`src/rtl/lbnt_pkg.sv`:
```
`timescale 1ns / 1ps

package lbnt_pkg;

   localparam int CHANNELS = 8;
   localparam int AVG_LOG2 = 6;
   localparam int SCALES   = 2;

   localparam int CH_W     = 3;
   localparam int SAMPLE_W = 10;
   localparam int NOTE_W   = 7;
   localparam int VEL_W    = 7;
   localparam int MARGIN_W = 8;
   localparam int CSR_W    = 8;
   localparam int CSR_IDX_W = 2;

   localparam int CH_SLOTS = 1 << CH_W;
   localparam int NCH      = (CHANNELS < CH_SLOTS) ? CHANNELS : CH_SLOTS;
   localparam int BTN_W    = (NCH > 1) ? $clog2(NCH) : 1;
   localparam int CNT_W    = (AVG_LOG2 > 0) ? AVG_LOG2 : 1;
   localparam int SUM_W    = SAMPLE_W + AVG_LOG2;
   localparam int SCALE_W  = (SCALES > 1) ? $clog2(SCALES) : 1;

   localparam int REQ_TDATA_W = 16;
   localparam int RSP_TDATA_W = 24;

   localparam int RSP_NOTE_LSB = 0;
   localparam int RSP_VEL_LSB  = RSP_NOTE_LSB + NOTE_W;
   localparam int RSP_CH_LSB   = RSP_VEL_LSB + VEL_W;
   localparam int RSP_USED_W   = RSP_CH_LSB + CH_W;

   localparam int REQ_CH_LSB     = 0;
   localparam int REQ_SAMPLE_LSB = REQ_CH_LSB + CH_W;
   localparam int REQ_USED_W     = REQ_SAMPLE_LSB + SAMPLE_W;

   localparam logic [NOTE_W-1:0]   BASE_NOTE_RST  = 7'd60;
   localparam logic [VEL_W-1:0]    VELOCITY_RST   = 7'd100;
   localparam logic [MARGIN_W-1:0] PRESS_MARG_RST = 8'd50;
   localparam logic [MARGIN_W-1:0] RECAL_MARG_RST = 8'd200;

   typedef enum logic [CSR_IDX_W-1:0] {
      CSR_BASE_NOTE    = 2'd0,
      CSR_VELOCITY     = 2'd1,
      CSR_PRESS_MARGIN = 2'd2,
      CSR_RECAL_MARGIN = 2'd3
   } csr_index_type;

   typedef enum logic {
      KIND_NOTE_OFF = 1'b0,
      KIND_NOTE_ON  = 1'b1
   } note_kind_type;

   typedef enum logic {
      FUNC_SAMPLE = 1'b0,
      FUNC_BUTTON = 1'b1
   } func_type;

   typedef struct packed {
      logic note_off;
      logic recal;
      logic note_on;
   } action_type;

   localparam logic [3:0] SCALE_TABLE [2][8] = '{
      '{4'd0, 4'd2, 4'd4, 4'd5, 4'd7, 4'd9, 4'd11, 4'd12},
      '{4'd0, 4'd2, 4'd3, 4'd5, 4'd7, 4'd8, 4'd10, 4'd12}
   };

   function automatic logic [NOTE_W-1:0] note_of(
      input logic [NOTE_W-1:0]  base,
      input logic [SCALE_W-1:0] scale,
      input logic [CH_W-1:0]    ch
   );
      logic [3:0]      ofs;
      logic [NOTE_W:0] sum;
      ofs = SCALE_TABLE[scale[0]][ch];
      sum = {1'b0, base} + {{(NOTE_W - 3){1'b0}}, ofs};
      return sum[NOTE_W] ? {NOTE_W{1'b1}} : sum[NOTE_W-1:0];
   endfunction

endpackage

```
`src/rtl/lbnt_decide.sv`:
```
`timescale 1ns / 1ps

module lbnt_decide (
   input  logic [lbnt_pkg::SAMPLE_W-1:0] sample,
   input  logic [lbnt_pkg::SAMPLE_W-1:0] baseline,
   input  logic                          note_active,
   input  logic [lbnt_pkg::MARGIN_W-1:0] press_margin,
   input  logic [lbnt_pkg::MARGIN_W-1:0] recal_margin,
   output lbnt_pkg::action_type          action
);

   localparam int PAD = lbnt_pkg::SAMPLE_W - lbnt_pkg::MARGIN_W + 1;

   logic above_base;
   logic above_recal;
   logic below_press;

   always_comb begin
      above_base  = sample > baseline;
      above_recal = {1'b0, sample} > ({1'b0, baseline} + {{PAD{1'b0}}, recal_margin});
      below_press = ({1'b0, sample} + {{PAD{1'b0}}, press_margin}) < {1'b0, baseline};

      action.note_off = note_active && above_base;
      action.recal    = action.note_off || above_recal;
      action.note_on  = !action.recal && !note_active && below_press;
   end

endmodule

```
`src/rtl/light_beam_note_trigger.sv`:
```
`timescale 1ns / 1ps

// Light-beam note trigger. Each request is either a 10-bit sensor sample for one
// channel or a scale-button press. A sample request passes through an input register
// and a result register; samples stream at one per cycle unless a result is held back; a
// calibrating channel averages 64 samples into its baseline and gives no result.
// A button press gives one note-off per channel with the old scale, one per cycle
// unless held back, then clears all notes and steps the scale; requests behind it wait.
// A full result register that is not being taken holds back any request that
// produces a result. Configuration writes are always ready and are registered.

module light_beam_note_trigger (
   input  logic                             clock,
   input  logic                             reset,
   input  logic                             req_tvalid,
   output logic                             req_tready,
   input  logic [lbnt_pkg::REQ_TDATA_W-1:0] req_tdata,  // channel, sample, zero pad
   input  logic                             req_tuser,  // func
   output logic                             rsp_tvalid,
   input  logic                             rsp_tready,
   output logic [lbnt_pkg::RSP_TDATA_W-1:0] rsp_tdata,  // note_number, velocity_out,
                                                        // event_channel, zero pad
   output logic                             rsp_tuser,  // note_kind
   output logic                             rsp_tlast,  // last_event
   input  logic                             csr_valid,
   output logic                             csr_ready,
   input  logic [lbnt_pkg::CSR_IDX_W-1:0]   csr_index,
   input  logic [lbnt_pkg::CSR_W-1:0]       csr_data
);

   localparam int SLOTS = lbnt_pkg::CH_SLOTS;
   localparam logic [lbnt_pkg::CNT_W-1:0] CNT_LAST =
      lbnt_pkg::CNT_W'((1 << lbnt_pkg::AVG_LOG2) - 1);
   localparam logic [lbnt_pkg::BTN_W-1:0] BTN_LAST = lbnt_pkg::BTN_W'(lbnt_pkg::NCH - 1);
   localparam logic [lbnt_pkg::SCALE_W-1:0] SCALE_LAST =
      lbnt_pkg::SCALE_W'(lbnt_pkg::SCALES - 1);
   localparam logic [lbnt_pkg::CH_W:0] NCH_VAL = (lbnt_pkg::CH_W + 1)'(lbnt_pkg::NCH);

   // configuration
   logic [lbnt_pkg::NOTE_W-1:0]   base_note_ff;
   logic [lbnt_pkg::VEL_W-1:0]    velocity_ff;
   logic [lbnt_pkg::MARGIN_W-1:0] press_margin_ff;
   logic [lbnt_pkg::MARGIN_W-1:0] recal_margin_ff;

   // input register
   logic                          s1_valid_ff, s1_valid_in;
   lbnt_pkg::func_type            s1_func_ff;
   logic [lbnt_pkg::CH_W-1:0]     s1_ch_ff;
   logic [lbnt_pkg::SAMPLE_W-1:0] s1_sample_ff;

   // channel state
   logic [lbnt_pkg::SAMPLE_W-1:0] baseline_ff [SLOTS];
   logic [lbnt_pkg::SAMPLE_W-1:0] baseline_in [SLOTS];
   logic [SLOTS-1:0]              note_ff, note_in;
   logic [SLOTS-1:0]              cal_ff, cal_in;
   logic [lbnt_pkg::CNT_W-1:0]    cnt_ff [SLOTS];
   logic [lbnt_pkg::CNT_W-1:0]    cnt_in [SLOTS];
   logic [lbnt_pkg::SUM_W-1:0]    sum_ff [SLOTS];
   logic [lbnt_pkg::SUM_W-1:0]    sum_in [SLOTS];
   logic [lbnt_pkg::SCALE_W-1:0]  scale_ff, scale_in;
   logic [lbnt_pkg::BTN_W-1:0]    btn_idx_ff, btn_idx_in;

   // result register
   logic                          rsp_valid_ff, rsp_valid_in;
   lbnt_pkg::note_kind_type       rsp_kind_ff, rsp_kind_in;
   logic [lbnt_pkg::NOTE_W-1:0]   rsp_note_ff, rsp_note_in;
   logic [lbnt_pkg::VEL_W-1:0]    rsp_vel_ff, rsp_vel_in;
   logic [lbnt_pkg::CH_W-1:0]     rsp_ch_ff, rsp_ch_in;
   logic                          rsp_last_ff, rsp_last_in;

   lbnt_pkg::action_type          action;
   logic                          is_btn;
   logic                          present;
   logic                          sample_emit;
   logic                          out_free;
   logic                          btn_last;
   logic                          step;
   logic                          done;
   logic                          load_rsp;
   logic                          req_fire;
   logic [lbnt_pkg::SUM_W-1:0]    acc;

   lbnt_decide u_decide (
      .sample       (s1_sample_ff),
      .baseline     (baseline_ff[s1_ch_ff]),
      .note_active  (note_ff[s1_ch_ff]),
      .press_margin (press_margin_ff),
      .recal_margin (recal_margin_ff),
      .action       (action)
   );

   assign csr_ready = 1'b1;

   always_ff @(posedge clock) begin
      if (reset) begin
         base_note_ff    <= lbnt_pkg::BASE_NOTE_RST;
         velocity_ff     <= lbnt_pkg::VELOCITY_RST;
         press_margin_ff <= lbnt_pkg::PRESS_MARG_RST;
         recal_margin_ff <= lbnt_pkg::RECAL_MARG_RST;
      end else if (csr_valid) begin
         unique case (lbnt_pkg::csr_index_type'(csr_index))
            lbnt_pkg::CSR_BASE_NOTE:    base_note_ff    <= csr_data[lbnt_pkg::NOTE_W-1:0];
            lbnt_pkg::CSR_VELOCITY:     velocity_ff     <= csr_data[lbnt_pkg::VEL_W-1:0];
            lbnt_pkg::CSR_PRESS_MARGIN: press_margin_ff <= csr_data;
            lbnt_pkg::CSR_RECAL_MARGIN: recal_margin_ff <= csr_data;
            default: ;
         endcase
      end
   end

   always_comb begin
      is_btn      = (s1_func_ff == lbnt_pkg::FUNC_BUTTON);
      present     = {1'b0, s1_ch_ff} < NCH_VAL;
      sample_emit = !is_btn && present && !cal_ff[s1_ch_ff] &&
                    (action.note_off || action.note_on);
      out_free    = !rsp_valid_ff || rsp_tready;
      btn_last    = (btn_idx_ff == BTN_LAST);
      step        = s1_valid_ff && (is_btn ? out_free : (!sample_emit || out_free));
      done        = step && (!is_btn || btn_last);
      load_rsp    = step && (is_btn || sample_emit);
      req_tready  = !s1_valid_ff || done;
      req_fire    = req_tvalid && req_tready;
      s1_valid_in = req_fire ? 1'b1 : (done ? 1'b0 : s1_valid_ff);

      rsp_kind_in = is_btn ? lbnt_pkg::KIND_NOTE_OFF :
                    (action.note_on ? lbnt_pkg::KIND_NOTE_ON : lbnt_pkg::KIND_NOTE_OFF);
      rsp_ch_in   = is_btn ? lbnt_pkg::CH_W'(btn_idx_ff) : s1_ch_ff;
      rsp_note_in = lbnt_pkg::note_of(base_note_ff, scale_ff, rsp_ch_in);
      rsp_vel_in  = (rsp_kind_in == lbnt_pkg::KIND_NOTE_ON) ? velocity_ff : '0;
      rsp_last_in = is_btn ? btn_last : 1'b1;
      rsp_valid_in = load_rsp ? 1'b1 : (rsp_tready ? 1'b0 : rsp_valid_ff);

      baseline_in = baseline_ff;
      note_in     = note_ff;
      cal_in      = cal_ff;
      cnt_in      = cnt_ff;
      sum_in      = sum_ff;
      scale_in    = scale_ff;
      btn_idx_in  = btn_idx_ff;
      acc         = sum_ff[s1_ch_ff] + lbnt_pkg::SUM_W'(s1_sample_ff);

      if (step && is_btn) begin
         if (btn_last) begin
            btn_idx_in = '0;
            note_in    = '0;
            scale_in   = (scale_ff == SCALE_LAST) ? '0 : scale_ff + 1'b1;
         end else begin
            btn_idx_in = btn_idx_ff + 1'b1;
         end
      end else if (step && present) begin
         if (cal_ff[s1_ch_ff]) begin
            if (cnt_ff[s1_ch_ff] == CNT_LAST) begin
               baseline_in[s1_ch_ff] = acc[lbnt_pkg::SUM_W-1:lbnt_pkg::AVG_LOG2];
               cal_in[s1_ch_ff]      = 1'b0;
               cnt_in[s1_ch_ff]      = '0;
               sum_in[s1_ch_ff]      = '0;
            end else begin
               cnt_in[s1_ch_ff] = cnt_ff[s1_ch_ff] + 1'b1;
               sum_in[s1_ch_ff] = acc;
            end
         end else begin
            if (action.note_off) begin
               note_in[s1_ch_ff] = 1'b0;
            end
            if (action.note_on) begin
               note_in[s1_ch_ff] = 1'b1;
            end
            if (action.recal) begin
               cal_in[s1_ch_ff] = 1'b1;
               cnt_in[s1_ch_ff] = '0;
               sum_in[s1_ch_ff] = '0;
            end
         end
      end
   end

   always_ff @(posedge clock) begin
      if (reset) begin
         s1_valid_ff  <= 1'b0;
         rsp_valid_ff <= 1'b0;
         note_ff      <= '0;
         cal_ff       <= '1;
         scale_ff     <= '0;
         btn_idx_ff   <= '0;
         for (int i = 0; i < SLOTS; i++) begin
            cnt_ff[i] <= '0;
            sum_ff[i] <= '0;
         end
      end else begin
         s1_valid_ff  <= s1_valid_in;
         rsp_valid_ff <= rsp_valid_in;
         note_ff      <= note_in;
         cal_ff       <= cal_in;
         scale_ff     <= scale_in;
         btn_idx_ff   <= btn_idx_in;
         cnt_ff       <= cnt_in;
         sum_ff       <= sum_in;
      end
   end

   always_ff @(posedge clock) begin
      baseline_ff <= baseline_in;
      if (req_fire) begin
         s1_func_ff   <= lbnt_pkg::func_type'(req_tuser);
         s1_ch_ff     <= req_tdata[lbnt_pkg::REQ_CH_LSB +: lbnt_pkg::CH_W];
         s1_sample_ff <= req_tdata[lbnt_pkg::REQ_SAMPLE_LSB +: lbnt_pkg::SAMPLE_W];
      end
      if (load_rsp) begin
         rsp_kind_ff <= rsp_kind_in;
         rsp_note_ff <= rsp_note_in;
         rsp_vel_ff  <= rsp_vel_in;
         rsp_ch_ff   <= rsp_ch_in;
         rsp_last_ff <= rsp_last_in;
      end
   end

   assign rsp_tvalid = rsp_valid_ff;
   assign rsp_tuser  = rsp_kind_ff;
   assign rsp_tlast  = rsp_last_ff;
   assign rsp_tdata  = {{(lbnt_pkg::RSP_TDATA_W - lbnt_pkg::RSP_USED_W){1'b0}},
                        rsp_ch_ff, rsp_vel_ff, rsp_note_ff};

endmodule

```
`config.mk`:
```
export PLATFORM = sky130hd
export DESIGN_NAME = light_beam_note_trigger
export DESIGN_NICKNAME = d
export VERILOG_FILES = /design/src/rtl/lbnt_pkg.sv /design/src/rtl/lbnt_decide.sv /design/src/rtl/light_beam_note_trigger.sv
export SDC_FILE = /design/constraint.sdc
export NUM_CORES = 1
export LEC_CHECK = 0
export BUFFER_PORTS_ARGS = -buffer_cell sky130_fd_sc_hd__buf_2
export CORE_ASPECT_RATIO = 0.6
export CORE_MARGIN = 3
export CORE_UTILIZATION = 30
export DETAILED_ROUTE_END_ITERATION = 12
export PLACE_DENSITY = 0.49
export SYNTH_ARGS = -nofsm -noshare
export SYNTH_HDL_FRONTEND = slang
export SYNTH_SLANG_ARGS = --single-unit
```
`constraint.sdc`:
```
create_clock -name clock -period 20.8 [get_ports clock]
set_input_delay 3.12 -clock clock [delete_from_list [all_inputs] [get_ports clock]]
set_output_delay 3.12 -clock clock [all_outputs]
set_load 0.005 [all_outputs]
```
==> results of run 1 <==
==> flip-flops by register name, indices dropped and copies added, names as in the netlist, named ones only <==
signal / count
base_note_ff: 7
baseline_ff: 80
btn_idx_ff: 3
cnt_ff: 48
is_btn: 1
note_ff: 8
press_margin_ff: 8
recal_margin_ff: 8
rsp_ch_ff: 3
rsp_note_ff: 7
rsp_tlast: 1
rsp_tuser: 1
rsp_tvalid: 1
rsp_vel_ff: 7
s1_ch_ff: 3
s1_sample_ff: 10
s1_valid_ff: 1
scale_ff: 1
sum_ff: 128
velocity_ff: 7
==> power by group <==
part	switching, W	internal [W]	total, W
clock	0.000272	0.000377	0.000649
sequential	0.00000666	0.000697	0.000703
combinational	0.000106	0.0000518	0.000158
total	0.000385	0.00113	0.00151
==> path summary, 6_finish.rpt <==
path | from | endpoint | slack [ps] | depth (start not counted)
max | s1_ch_ff[2]$_DFFE_PP_ | req_tready | 10420 | 24
min reg2reg | sum_ff[16]$_SDFFE_PP0P_ | sum_ff[16]$_SDFFE_PP0P_ | 460 | 2
min | sum_ff[16]$_SDFFE_PP0P_ | sum_ff[16]$_SDFFE_PP0P_ | 460 | 2
max reg2reg | s1_ch_ff[2]$_DFFE_PP_ | rsp_vel_ff[0]$_SDFFCE_PN0P_ | 13070 | 23
==> logic make-up (layout without fill, tap and decap cells) <==
kind of cell             Yosys count  in the layout
buffers and inverters            117            176
multiplexers                     211            211
AO/OA/AOI/OAI                    282            282
adder cells (fa/ha/maj)           67             67
other                              2              8
flip-flops                       341            341
AND/OR/NAND/NOR                  473            473
XOR/XNOR                          31             31
==> tightest hold or removal path, cell delays in order (launching register included) <==
cell and delay [ps]:
dfxtp_1 310, nand2_1 50, mux2i_1 50
==> layer usage <==
| metal | GRT usage, % | part of all wire [%] | routed length, um |
|---|---|---|---|
| met2 | 22.78 | 39 | 18440 |
| met5 | 0 | 0 | 0 |
| met3 | 3.246 | 6.6 | 3135 |
| met4 | 3.278 | 1.5 | 717 |
| met1 | 26.27 | 53 | 25070 |
==> cell type report <==
type	instances	share of cell area (%)
clock buffers	51	5.728
well taps	693	4.725
repair buffers	87	2.891
multi-input cells	1072	42.09
clock inverters	11	0.6205
flip-flops and latches	341	43.37
inverters	27	0.5796
==> through the flow <==
stage          std cells  total power [W]  instance area (um^2)
2_1_floorplan       1530        0.0008151                 16060
3_3_place_gp        2220        0.0008704                 17190
3_5_place_dp        2220        0.0008735                 17190
4_1_cts             2282         0.001526                 18350
5_1_grt             2282         0.001575                 18350
6_report            2282         0.001510                 18350
==> cell usage after synthesis, drive strengths merged, types with 4 or more instances <==
master,n
edfxtp,113
o21ai,51
xor2,16
ha,63
and4,4
nand4,9
nor3b,5
o21a,9
clkbuf,47
a221oi,16
nor2b,17
inv,26
nor2,60
a32o,8
nand2,275
a21o,10
a221o,15
and2,14
o22ai,4
and3,22
a22oi,51
a22o,9
a211oi,4
a31oi,5
xnor2,15
or3,5
fa,4
a21oi,58
mux2,13
nand2b,7
nor3,13
buf,43
nand3,33
mux4,17
mux2i,181
a31o,12
dfxtp,228
==> qor.csv, run 1 <==
stage,metric,value,unit
routing,routedWlPerCell,20.76,um
cells_and_area,utilization,35.36,%
global_route,grt.total_usage,16.54,%
cells_and_area,multi_input_area,0.007724,mm^2
timing,period_needed,10380,ps
routing,ant_nets,0,
timing,final_critical_path_setup_slack,10420,ps
synth,synth_seq_cells,341,
placed_design,numPortBuffers,49,
worst_hold_path,hold_class,reg -> reg,
synth,synth_compound_area_share,12.31,%
global_route,first_global_vias,11553,
floorplan,num_rows,64,
job,max_cap_viol_count,0,
global_route,grt_max_degree,106,
timing,hold_viol_final,0,
cts,clock_path_buffers,3,
cts,holdBufCountCts,0,
cts,cts_tree,built,
routing,drtIter0Drc,1069,
floorplan,core,0.05189,mm^2
synth,async_reset_ff_share,0,%
cells_and_area,area_growth,14.45,%
floorplan,die_h,185.1,um
critical_path,required,17680,ps
synth,synth_edf_count,113,
cts,ctsResizeCount,0,
critical_path,start_kind,flop,
critical_path,crit_family,compound AO/OA/AOI/OAI gates,
critical_path,critPathBufInv,5,
global_route,grt-ovfl-total,0,
timing,tightest_slew,1270,ps
synth,synthCells,1524,
pwr,ir_drop,0.00005192,V
critical_path,path_cells,buf_4 > buf_4 > nor3_2 > buf_4 > a22o_1 > nor3_1 > inv_1 > ha_1 > a21o_1 > a21oi_1 > nor2b_1 > o31ai_1 > nand2_1 > a21oi_1 > xor2_1 > ha_1 > and2_1 > a221oi_1 > o21ai_0 > o21ai_0 > a21oi_1 > nor3_1 > nor2_1 > buf_2,
timing,fin_setup_tns,0,ps
timing,fin_skew,24.08,ps
pwr,leakagePower,7.802,nW
cts,cts.reportedPaths.clkPinSlew,60,ps
cells_and_area,nets,1662,
placed_design,gp_congestion,0.8011,
routing,drc,0,
critical_path,slowest_stage,nor3_1,
timing,fin_crit_sh,49.93,%
synth,synth_top_family_by_area,multiplexers,
floorplan,die_area,0.05634,mm^2
synth,yosysTopAreaCell,dfxtp_1,
synth,synth_flop_cell,dfxtp_1,
floorplan,start_util,30.90,%
synth,yosys_warnings,0,
timing,maxSlewHeadroom,15.31,%
routing,drt-total-wl,47.37,mm
cells_and_area,layout_commonest_cell,nand2_1,
floorplan,die-width,304.5,um
synth,muxShareOfSynthArea,14.60,%
synth,synth_top_area_share,28.47,%
cells_and_area,nFillCells,5234,
cells_and_area,seq_area,0.007958,mm^2
critical_path,worstPathArrival,7260,ps
cells_and_area,drive_above_1_share,12.90,%
cts,cts_setup_buffers,0,
synth,synth-simple-area-share,13.09,%
timing,rsz0062_at_grt,false,
critical_path,max_stage_delay,580,ps
routing,viasPerCell,5.200,
cells_and_area,num_antenna_cells,0,
critical_path,critical_path_class,reg -> out,
timing,finalSetupViolations,0,
cts,cts.sinks,341,
synth,avgSynthCellArea,10.52,um^2
routing,dr.pass1.iters,5,
cts,clock_latency,540,ps
cells_and_area,final_cell_mix,"nand2_1 (275), dfxtp_1 (228), mux2i_1 (181)",
synth,synthAdderAreaFrac,5.416,%
cts,cts_root_buffer,clkbuf_16,
run_status,status,"complete, no violations",
placed_design,dp_hpwl,31.77,mm
synth,netlist_area,0.01603,mm^2
timing,finalMaxSlewViolations,0,
cts,numCtsBuffers,34,
pwr,powerDensity,82.31,mW/mm^2
timing,hold_ws,457.4,ps
synth,synth-xor-area-share,1.693,%
floorplan,io_pins,61,
timing,fmax,96.29,MHz
routing,vias,11867,
synth,ys_types,72,
global_route,grt_pass1_wl,71.76,mm
placed_design,pre_cts_slack,11090,ps
critical_path,endpoint_kind,output port,
global_route,antenna_found_initial,1,
synth,synthTopCellsByArea,"dfxtp_1 (28%), edfxtp_1 (21%), mux2i_1 (11%)",
cts,htreeDepth,2,
critical_path,cp_max_fo,38,
synth,synth-seq-area-share,49.63,%
Note: power is estimated with default switching activity, not from simulation.
==> run 2, diff against run 1 <==
--- a/config.mk
+++ b/config.mk
@@ -5,12 +5,13 @@
 export SDC_FILE = /design/constraint.sdc
 export NUM_CORES = 1
 export LEC_CHECK = 0
+export ABC_AREA = 1
 export BUFFER_PORTS_ARGS = -buffer_cell sky130_fd_sc_hd__buf_2
 export CORE_ASPECT_RATIO = 0.6
 export CORE_MARGIN = 3
 export CORE_UTILIZATION = 30
 export DETAILED_ROUTE_END_ITERATION = 12
-export PLACE_DENSITY = 0.49
+export PLACE_DENSITY = 0.48
 export SYNTH_ARGS = -nofsm -noshare
 export SYNTH_HDL_FRONTEND = slang
 export SYNTH_SLANG_ARGS = --single-unit
==> constraint.sdc (replaced) <==
create_clock -name clock -period 9.81 [get_ports clock]
set_input_delay 1.4715 -clock clock [delete_from_list [all_inputs] [get_ports clock]]
set_output_delay 1.4715 -clock clock [all_outputs]
set_load 0.005 [all_outputs]
==> qor.csv, run 2 <==
stage,metric,value,unit
cells_and_area,layout_commonest_cell,nand2_1,
cells_and_area,largest_register_ff_count,128,
critical_path,reg2reg_to,baseline_ff[36]$_DFFE_PP_,
routing,routedWlPerCell,21.60,um
routing,viasPerCell,5.305,
placed_design,numPortBuffers,49,
cells_and_area,design_area,0.01992,mm^2
cts,clock_latency,560,ps
critical_path,cp_max_fo,20,
routing,drc,0,
synth,async_reset_ff_share,0,%
routing,drtIter0Drc,1964,
worst_hold_path,hold_class,reg -> reg,
critical_path,r2r-start,s1_ch_ff[1]$_DFFE_PP_,
pwr,p_comb_share,14.5,%
critical_path,worstPathArrival,7150,ps
floorplan,core,0.05811,mm^2
cts,cts.sinks,341,
pwr,internal_power,0.002454,W
timing,fin_crit_sh,87.91,%
floorplan,die-width,320.7,um
pwr,powerDensity,174.0,mW/mm^2
pwr,pwr-share-seq,43.7,%
pwr,leakagePower,8.111,nW
routing,ant_nets,0,
pwr,ir_drop,0.0001044,V
synth,synth_most_common_cell,nand2_1,
synth,synth_seq_cells,341,
synth,synth-seq-area-share,44.64,%
placed_design,pre_cts_slack,1968,ps
synth,yosysTopAreaCell,dfxtp_1,
critical_path,slowest_stage,edfxtp_1,
pwr,p_switching,0.001013,W
placed_design,dp.cells,3067,
floorplan,num_rows,68,
critical_path,cpMostUsedCell,nand2_1,
cts,htreeDepth,2,
cells_and_area,num_antenna_cells,0,
critical_path,ff2ff_path_depth,29,
cells_and_area,utilization,34.29,%
global_route,grt-ovfl-total,0,
cts,cts.reportedPaths.clkPinSlew,60,ps
timing,maxSlewHeadroom,13.13,%
synth,synth_common_cells,"nand2_1 (632), nor2_1 (271), dfxtp_1 (228), inv_1 (228), a21oi_1 (177)",
global_route,grt.total_usage,21.10,%
global_route,antenna_found_initial,0,
global_route,grt_max_degree,94,
routing,vias,16616,
timing,period_needed,8624,ps
routing,drt-total-wl,67.66,mm
pwr,p_sw_share,29.21,%
placed_design,dp_hpwl,45.36,mm
timing,fmax,116.0,MHz
floorplan,die_h,194.8,um
cts,cts_root_buffer,clkbuf_16,
synth,avgSynthCellArea,7.668,um^2
timing,fin_setup_tns,0,ps
cells_and_area,drive_above_1_share,8.213,%
routing,dr.pass1.iters,6,
worst_hold_path,min_delay_path_depth,2,
critical_path,endpoint_kind,output port,
cells_and_area,regMostFlops,sum_ff,
critical_path,max_stage_delay,860,ps
cts,cts_tree,built,
timing,fin_skew,32.46,ps
cts,ctsResizeCount,0,
worst_hold_path,hp-start,velocity_ff[3]$_SDFFE_PP0P_,
cts,cts_setup_buffers,0,
cells_and_area,nets,2436,
run_status,status,"complete, no violations",
floorplan,start_util,30.68,%
synth,yosys_warnings,0,
critical_path,critical_path_class,reg -> out,
synth,synth_flop_cell,dfxtp_1,
timing,finalSetupViolations,0,
cts,numCtsBuffers,37,
pwr,power.share.clock,41.7,%
floorplan,io_pins,61,
cells_and_area,largest_registers,"sum_ff: 128 flops, baseline_ff: 80 flops, cnt_ff: 48 flops",
timing,hold_viol_final,0,
synth,netlist_area,0.01783,mm^2
critical_path,required,8340,ps
timing,final_critical_path_setup_slack,1186,ps
floorplan,die_area,0.06248,mm^2
synth,ys_types,52,
timing,tightest_slew,1298,ps
placed_design,gp_congestion,0.8742,
synth,synth_edf_count,113,
job,max_cap_viol_count,0,
critical_path,reg2reg_slack,2090,ps
timing,finalMaxSlewViolations,0,
global_route,first_global_vias,15144,
cells_and_area,area_growth,11.76,%
cells_and_area,final-instance-count-excl-fill,3132,
critical_path,start_kind,flop,
worst_hold_path,min_to,velocity_ff[3]$_SDFFE_PP0P_,
cells_and_area,final_cell_mix,"nand2_1 (632), nor2_1 (270), dfxtp_1 (228)",
synth,synthTopCellsByArea,"dfxtp_1 (26%), edfxtp_1 (19%), nand2_1 (13%)",
cts,clock_path_buffers,3,
global_route,grt_pass1_wl,99.39,mm
synth,synth_top_area_share,25.60,%
placed_design,post_dp_cell_area,0.01871,mm^2
timing,rsz0062_at_grt,false,
cts,holdBufCountCts,0,
synth,synthCells,2325,
## run 2: changes by cell type in the layout (fill, tap and decap cells not counted), moves of 64 or more
cell and change:
mux2i_1 -181, nand2_1 +357, o21ai_0 +64, a21oi_1 +119, inv_1 +202, nor2_1 +210
o22ai_1 +78
## run 2: layout make-up
cell class              count  area, um^2
inverters                 240       903.4
fillers                  6047       38190
multi-input cells        1635        8396
repair buffers             82       499.2
clock inverters            19       249.0
clock buffers              45       955.9
flip-flops and latches    341        7958
well taps                 770       963.4
## run 2: layer usage
metal	routed length (um)	GRT usage (%)
met2	25480	27.77
met4	1164	4.152
met1	33990	34.27
met3	7018	4.517
met5	0	0
## run 2: worst max-delay path, delay by kind of cell (launching register included)
family	cells	cell delay [ps]
AND/OR/NAND/NOR	17	2810
AO/OA/AOI/OAI	5	1040
buffers and inverters	3	930
flip-flops	1	860
adder cells (fa/ha/maj)	2	810
XOR/XNOR	1	140
## run 2: worst max path at each step
stage / start / slack, ps / endpoint / depth (start not counted)
4_1_cts: s1_ch_ff[1]$_DFFE_PP_ / 1380 / req_tready / 28
5_1_grt: s1_ch_ff[1]$_DFFE_PP_ / 840 / req_tready / 29
3_5_place_dp: s1_ch_ff[1]$_DFFE_PP_ / 1970 / req_tready / 28
6_report: s1_ch_ff[1]$_DFFE_PP_ / 1190 / req_tready / 28
2_1_floorplan: s1_ch_ff[2]$_DFFE_PP_ / 4030 / req_tready / 30
3_3_place_gp: s1_ch_ff[1]$_DFFE_PP_ / 1930 / req_tready / 28
## run 2: kinds of logic after synthesis
logic type,after synthesis,share of synthesized area [%]
other cells,2,0.04213
flops,341,44.64
compound gates,470,15.76
buf+inv,355,8.429
simple gates,1060,24.78
fa+ha+maj,67,4.871
xor+xnor,30,1.474
## run 2: power groups by stage
stage | Combinational, W | Clock [W] | Sequential, W
after detailed placement | 0.000489 | 0 | 0.00155
after CTS | 0.000491 | 0.00147 | 0.00152
after floorplan | 0.000328 | 0 | 0.00154
final | 0.000504 | 0.00145 | 0.00152
after global placement | 0.000482 | 0 | 0.00155
after global routing | 0.000553 | 0.00153 | 0.00152
## run 2: metrics by stage
stage | hold slack (ps) | power [W]
finish | 463.8 | 0.003467
global route | 481.1 | 0.003605
CTS | 464.5 | 0.003478
detailed placement | 455.1 | 0.002036
global placement | 450.9 | 0.002028
floorplan | 430.1 | 0.001864
==> run 3, diff against run 2 <==
--- a/config.mk
+++ b/config.mk
@@ -9,9 +9,10 @@
 export BUFFER_PORTS_ARGS = -buffer_cell sky130_fd_sc_hd__buf_2
 export CORE_ASPECT_RATIO = 0.6
 export CORE_MARGIN = 3
-export CORE_UTILIZATION = 30
+export CORE_UTILIZATION = 63
 export DETAILED_ROUTE_END_ITERATION = 12
-export PLACE_DENSITY = 0.48
+export PLACE_DENSITY = 0.85
+export SLEW_MARGIN = 30
 export SYNTH_ARGS = -nofsm -noshare
 export SYNTH_HDL_FRONTEND = slang
 export SYNTH_SLANG_ARGS = --single-unit
==> constraint.sdc (replaced) <==
create_clock -name clock -period 9.81 [get_ports clock]
set_input_delay 1.962 -clock clock [delete_from_list [all_inputs] [get_ports clock]]
set_output_delay 1.962 -clock clock [all_outputs]
set_load 0.005 [all_outputs]
==> qor.csv, run 3 (synthesis results as in run 2) <==
stage,metric,value,unit
run_status,status,"complete, no violations",
cells_and_area,drive_above_1_share,8.128,%
cells_and_area,largest_registers,"sum_ff: 128 flops, baseline_ff: 80 flops, cnt_ff: 48 flops",
cells_and_area,nets,2424,
routing,drc,0,
cts,cts_root_buffer,clkbuf_16,
cts,clock_latency,600,ps
cts,htreeDepth,1,
critical_path,ff2ff_path_depth,29,
routing,viasPerCell,6.342,
critical_path,cpMostUsedCell,nand2_1,
floorplan,core,0.02770,mm^2
floorplan,die_area,0.03042,mm^2
routing,dr.pass1.iters,6,
routing,drtIter0Drc,3333,
cells_and_area,area_growth,7.692,%
timing,finalMaxSlewViolations,0,
global_route,grt-ovfl-total,0,
critical_path,reg2reg_slack,2440,ps
critical_path,r2r-start,s1_ch_ff[1]$_DFFE_PP_,
cts,numCtsBuffers,31,
timing,fin_skew,16.07,ps
routing,vias,17232,
timing,fin_crit_sh,91.11,%
cells_and_area,multi_input_area,0.008432,mm^2
floorplan,start_util,64.36,%
global_route,antenna_found_initial,1,
cells_and_area,layout_commonest_cell,nand2_1,
cells_and_area,final_cell_mix,"nand2_1 (632), nor2_1 (264), inv_1 (227), dfxtp_1 (227), a21oi_1 (177)",
cts,cts_tree,built,
cells_and_area,largest_register_ff_count,128,
timing,hold_viol_final,0,
critical_path,cp_max_fo,22,
floorplan,die-width,223.2,um
critical_path,start_kind,flop,
critical_path,critical_path_class,reg -> out,
cts,cts.sinks,341,
cts,cts_setup_buffers,0,
timing,maxSlewHeadroom,29.32,%
global_route,grt_max_degree,90,
cells_and_area,seq_area,0.007959,mm^2
timing,fmax,111.9,MHz
floorplan,io_pins,61,
critical_path,critPathBufInv,5,
routing,routedWlPerCell,21.62,um
cts,ctsResizeCount,0,
global_route,first_global_vias,15504,
cells_and_area,num_antenna_cells,0,
pwr,finalPower,0.003216,W
pwr,ir_drop,0.0001949,V
routing,ant_nets,0,
timing,rsz0062_at_grt,false,
placed_design,gp_congestion,0.9883,
cts,holdBufCountCts,0,
job,max_cap_viol_count,0,
critical_path,worstPathArrival,6980,ps
cells_and_area,nFillCells,2175,
critical_path,max_stage_delay,870,ps
pwr,leakagePower,7.981,nW
worst_hold_path,min_to,velocity_ff[1]$_SDFFE_PP0P_,
cts,cts.reportedPaths.clkPinSlew,70,ps
placed_design,dp_hpwl,39.19,mm
pwr,powerDensity,167.5,mW/mm^2
global_route,grt_pass1_wl,87.98,mm
worst_hold_path,hp-start,velocity_ff[1]$_SDFFE_PP0P_,
global_route,grt.total_usage,37.62,%
timing,fin_setup_tns,0,ps
cts,clock_path_buffers,3,
critical_path,endpoint_kind,output port,
critical_path,crit_family,simple AND/OR/NAND/NOR gates,
timing,finalSetupViolations,0,
critical_path,required,7850,ps
worst_hold_path,min_delay_path_depth,2,
placed_design,numPortBuffers,49,
timing,tightest_slew,1057,ps
timing,period_needed,8938,ps
cells_and_area,regMostFlops,sum_ff,
floorplan,die_h,136.3,um
critical_path,slowest_stage,edfxtp_1,
critical_path,reg2reg_to,baseline_ff[59]$_DFFE_PP_,
floorplan,num_rows,47,
worst_hold_path,hold_class,reg -> reg,
routing,drt-total-wl,58.74,mm
==> run 3: cell type report <==
cell class | count | area share [%]
Sequential cell | 341 | 41.46
Multi-Input combinational cell | 1635 | 43.92
Clock buffer | 45 | 4.529
Timing Repair Buffer | 76 | 2.437
Inverter | 240 | 4.705
Tap cell | 367 | 2.392
Clock inverter | 13 | 0.5605
==> run 3: layer usage <==
layer	share of wire, %	up-vias	GRT usage (%)
met1	39	7926	52.89
met3	18	241	15.93
li1	-	7743	-
met4	3.7	0	12.49
met2	39	1322	52.06
met5	0	-	0
==> run 3: worst register-to-register path: cells and delay by family (launching register included) <==
family / cells / cell delay, ps
AOI/OAI and AO/OA: 5 / 1370
adders and majority gates: 2 / 650
and+or+nand+nor: 16 / 3050
xor gates and xnor gates: 1 / 140
buffers and inverters: 5 / 920
DFF: 1 / 870
==> run 3: how the worst max path moves through the flow <==
| stage | startpoint | endpoint | cells after the start |
|---|---|---|---|
| 2_1_floorplan | s1_ch_ff[2]$_DFFE_PP_ | req_tready | 30 |
| 3_3_place_gp | s1_ch_ff[1]$_DFFE_PP_ | req_tready | 28 |
| 3_5_place_dp | s1_ch_ff[1]$_DFFE_PP_ | req_tready | 28 |
| 4_1_cts | s1_ch_ff[1]$_DFFE_PP_ | req_tready | 28 |
| 5_1_grt | s1_ch_ff[1]$_DFFE_PP_ | req_tready | 28 |
| 6_report | s1_ch_ff[1]$_DFFE_PP_ | req_tready | 28 |
==> run 3: through the flow <==
| step | worst slack (ps) | instances | hold slack, ps | utilization (%) | area (um^2) |
|---|---|---|---|---|---|
| 2_1_floorplan | 3544 | 2331 | 430.1 | - | 17850 |
| 3_3_place_gp | 1843 | 2656 | 442.9 | 65.49 | 18140 |
| 3_5_place_dp | 1728 | 2657 | 448.5 | 65.56 | 18160 |
| 4_1_cts | 1072 | 2715 | 459.4 | 69.09 | 19140 |
| 5_1_grt | 583.5 | 2717 | 484.2 | 69.31 | 19200 |
| 6_report | 872.2 | 2717 | 458.7 | 69.31 | 19200 |
==> run 3: power by group <==
part / internal (W) / total (W) / switching [W]
logic: 0.000131 / 0.000490 / 0.000358
clock network: 0.000644 / 0.00121 / 0.000564
registers: 0.00149 / 0.00152 / 0.0000268
